--- config.mk ---
export PLATFORM = sky130hd
export DESIGN_NAME = nfba_ram
export DESIGN_NICKNAME = d
export VERILOG_FILES = /design/src/hw/rtl/next_fit_block_allocator_defines.svh /design/src/hw/rtl/nfba_ram.sv
export SDC_FILE = /design/constraint.sdc
export NUM_CORES = 2
export LEC_CHECK = 0
export BUFFER_PORTS_ARGS = -buffer_cell sky130_fd_sc_hd__buf_2
export CORE_ASPECT_RATIO = 0.9
export CORE_MARGIN = 2
export CORE_UTILIZATION = 67
export CTS_CLUSTER_DIAMETER = 30
export DETAILED_ROUTE_END_ITERATION = 10
export GPL_TIMING_DRIVEN = 0
export HOLD_SLACK_MARGIN = 0.02
export PLACE_DENSITY_LB_ADDON = 0.12
export SETUP_SLACK_MARGIN = 0.05
export SLEW_MARGIN = 20
export SYNTH_ARGS = -nofsm -noshare
export SYNTH_HDL_FRONTEND = slang
export SYNTH_SLANG_ARGS = --single-unit
--- constraint.sdc ---
create_clock -name aclk -period 7.8 [get_ports aclk]
set_input_delay 1.56 -clock aclk [delete_from_list [all_inputs] [get_ports aclk]]
set_output_delay 1.56 -clock aclk [all_outputs]
set_load 0.005 [all_outputs]
--- src/hw/rtl/next_fit_block_allocator_defines.svh ---
// ----------------------------------------------------------------------------
// Assertion macros for the next-fit block allocator
// Concurrent checks that can be compiled out by defining ASSERT_OFF.
// ----------------------------------------------------------------------------
`ifndef NEXT_FIT_BLOCK_ALLOCATOR_DEFINES_SVH
`define NEXT_FIT_BLOCK_ALLOCATOR_DEFINES_SVH

`ifndef ASSERT_OFF

// The property must hold at every clock edge outside reset.
`define NFBA_ASSERT(label, clk, rstn, prop, msg) \
    label: assert property (@(posedge clk) disable iff (!rstn) prop) else $error(msg);

// The expression must never be true outside reset.
`define NFBA_ASSERT_NEVER(label, clk, rstn, expr, msg) \
    label: assert property (@(posedge clk) disable iff (!rstn) !(expr)) else $error(msg);

`else

`define NFBA_ASSERT(label, clk, rstn, prop, msg)
`define NFBA_ASSERT_NEVER(label, clk, rstn, expr, msg)

`endif

`endif

--- src/hw/rtl/nfba_ram.sv ---
// ----------------------------------------------------------------------------
// Generic single-port-write, single-port-read RAM
// One write and one read per cycle; read data is registered.
// ----------------------------------------------------------------------------
module nfba_ram #(
    parameter int WIDTH = 31,
    parameter int DEPTH = 64
) (
    input  logic                     aclk,
    input  logic                     wr_en,
    input  logic [$clog2(DEPTH)-1:0] wr_addr,
    input  logic [WIDTH-1:0]         wr_data,
    input  logic [$clog2(DEPTH)-1:0] rd_addr,
    output logic [WIDTH-1:0]         rd_data
);

    logic [WIDTH-1:0] mem [DEPTH];

    // Write port and registered read port.
    always_ff @(posedge aclk) begin
        if (wr_en) begin
            mem[wr_addr] <= wr_data;
        end
        rd_data <= mem[rd_addr];
    end

endmodule

==> impl_metrics.yaml <==
die:
  die_w_um: 359.7
  die_y_um: 324.2
  core_area_mm2: 0.1130
  num_io_pins: 76
  fp-row-count: 117
  initial_core_util: 0.6752
  fp.dieArea_mm2: 0.1166
worst_hold_path:
  holdPathStages: 5
  worstHoldStart: "mem[31][29]"
  hold_path.class: "flop to flop"
  holdPathEnd: "rd_data[29]"
critical_path:
  crit_type: "input port to flop"
  r2r-start: "mem[37][9]"
  critPathMaxFanout: 10
  reg2regPathDepth: 5
  reg2reg_slack_ns: 5.05
  r2r_end: "rd_data[9]"
  worst_ep_required_time_ns: 8.62
  crit_path_start_kind: "input port"
  crit_arrival_ns: 5.91
  cp-end-kind: "flop"
clock_network:
  clk_latency_ns: 0.90
  cts_resized: 0
  clk_pin_slew_worst_paths_ns: 0.05
  clock_sinks: 2015
  cts-root-buf: "clkbuf_16"
  cts_max_level: 5
  cts_tree: "yes"
  postCtsSetupBuffers: 0
  cts_inserted_buffers: 322
  hold_buffers: 0
  clk_path_buf_depth: 4
logic_synthesis:
  syn_area_per_cell_um2: 22.32
  ys_ff_latch: 2015
  muxShareOfSynthArea: 0.1587
  ys_seq_area_frac: 0.7889
  synthXorXnorAreaFrac: 0
  yosysUniqueCellTypes: 33
  synth_compound_area_frac: 0.03065
  synth_area_mm2: 0.07631
  synth-main-ff-cell: "edfxtp_1"
  synth-edff-count: 1984
  synthSimpleGateAreaFrac: 0.009527
  synthAdderAreaFrac: 0
  synth_top_family_by_area: "multiplexers"
  syn-num-nets: 3463
  yosysWarnings: 0
  async_flop_share: 0
  synthCells: 3418
routing:
  totalWireLength_um: 221100
  route.detailed.drc: 0
  vias: 41310
  drt_first_pass_iters: 7
  viasPerCell: 7.352
  ant_nets: 0
  wire_per_inst_um: 39.35
  drt_iter0_markers: 7424
sta:
  post-route-min-period_ns: 5.092
  setup-tns-final_ns: 0
  fin_crit_sh: 0.6529
  tightestPinTransition_ns: 1.512
  fin_hold_ws_ns: 0.9505
  clock_skew_ns: 0.04335
  rsz0062_at_grt: "false"
  layout_setup_ws_ns: 2.708
  setup_viol: 0
  hold_viol_final: 0
  timing.fmax_mhz: 196.4
  relSlewSlack: -0.01629
  maxSlewViolCount: 4
global_routing:
  grt.overflow.total: 0
  grt_pass1_wl_um: 311300
  antenna_found_initial: 28
  grtUsageMet3: 0.1048
  grt.total_usage: 0.3874
  first_global_vias: 41710
  grt_use_met2: 0.6021
  grt_most_used_layer: "met2"
  grt_max_degree: 65
  grt.met1_usage: 0.5049
power:
  vdd_drop_max_uv: 242.2
  p_total_mw: 27.13
  cellPowerDensity_mw_per_mm2: 297.5
  power.leakage_nw: 29.95
layout:
  area_growth_pct: 19.55
  fill_cells: 4956
  num-nets-final: 3928
  multi_input_area_mm2: 0.01572
  final_util: 0.8072
  regArea_mm2: 0.06020
  drive_gt1_frac: 0.2993
outcome:
  status: "finished, violations left"
  violations: "capacitance limit, slew limit"
place:
  dp_hpwl_um: 123900
  numPortBuffers: 67
  pre_cts_ws_ns: 2.371
  globalplace.congestion: 0.9280
run:
  maxCapViolCount: 2
-- cell families (layout without fill, tap and decap cells) --
logic type	Yosys count	count (layout)
AOI/OAI and AO/OA	352	352
buffers and inverters	195	900
DFF	2015	2015
muxes	705	705
other	0	9
and+or+nand+nor	151	151
-- placed cells by master (no fill, tap or decap), types with 38 or more instances in the layout --
master,count
a22oi_1,104
a31oi_1,52
buf_2,115
buf_4,60
clkbuf_1,112
clkbuf_16,328
clkinv_2,38
edfxtp_1,1984
mux2i_1,295
mux4_2,403
nor2_4,62
o21ai_0,52
o22ai_1,85
-- power by group --
group | leakage [nW] | switching [mW] | internal [mW]
Sequential | 18.1 | 0.0333 | 12.0
Clock | 5.03 | 5.11 | 8.78
Combinational | 6.82 | 0.829 | 0.388
-- through the flow --
step / cells / area [µm²]
after floorplan: 3418 / 76310
after global placement: 4972 / 78500
after detailed placement: 5044 / 80620
after CTS: 5608 / 91070
after global routing: 5611 / 91200
final: 5619 / 91220
-- layout make-up --
| class | instances | share of cell area |
|---|---|---|
| clock buffer | 364 | 0.09179 |
| sequential | 2015 | 0.6599 |
| timing repair buffer | 141 | 0.02225 |
| antenna | 9 | 0.0002469 |
| tap | 1487 | 0.02040 |
| buffer | 195 | 0.01025 |
| multi-input combinational | 1208 | 0.1723 |
| clock inverter | 200 | 0.02284 |
-- synth_stat cells (all sizes together), types with 10 or more instances --
| cell type | n | share of area |
|---|---|---|
| edfxtp | 1984 | 0.78 |
| nor2 | 77 | 0.0038 |
| mux2i | 295 | 0.039 |
| o21ai | 52 | 0.0034 |
| o22ai | 85 | 0.0070 |
| a31oi | 52 | 0.0043 |
| nand2 | 10 | 0.00049 |
| and3 | 26 | 0.0021 |
| dfxtp | 31 | 0.0081 |
| o31ai | 26 | 0.0026 |
| clkbuf | 79 | 0.0039 |
| a21o | 26 | 0.0026 |
| buf | 116 | 0.0084 |
| a22oi | 104 | 0.010 |
| mux4 | 403 | 0.12 |
-- worst max-delay path by stage --
stage | end | startpoint
after global placement | mem[49][0] | wr_addr[4]
after global routing | rd_data[9] | rd_addr[3]
after detailed placement | rd_data[15] | rd_addr[3]
after floorplan | mem[48][0] | wr_addr[3]
final | rd_data[15] | rd_addr[3]
after CTS | rd_data[6] | rd_addr[3]
-- flip-flops by register name (all words and copies together), names as in the netlist --
signal   flops
mem       1984
rd_data     31
-- critical path, stage by stage --
cell	delay [ns]
buf_2	0.32
clkbuf_1	0.82
nand3b_1	0.58
clkbuf_1	0.51
o22ai_1	0.39
o31ai_1	1.31
and3_1	0.39
-- layer usage --
metal	up-vias	routed length (µm)	share of wire
met5	-	189	0.00085
met2	3850	105100	0.48
li1	15560	-	-
met3	818	29720	0.13
met1	21050	71900	0.33
met4	34	14240	0.064
Note: power is estimated with default switching activity, not from simulation.
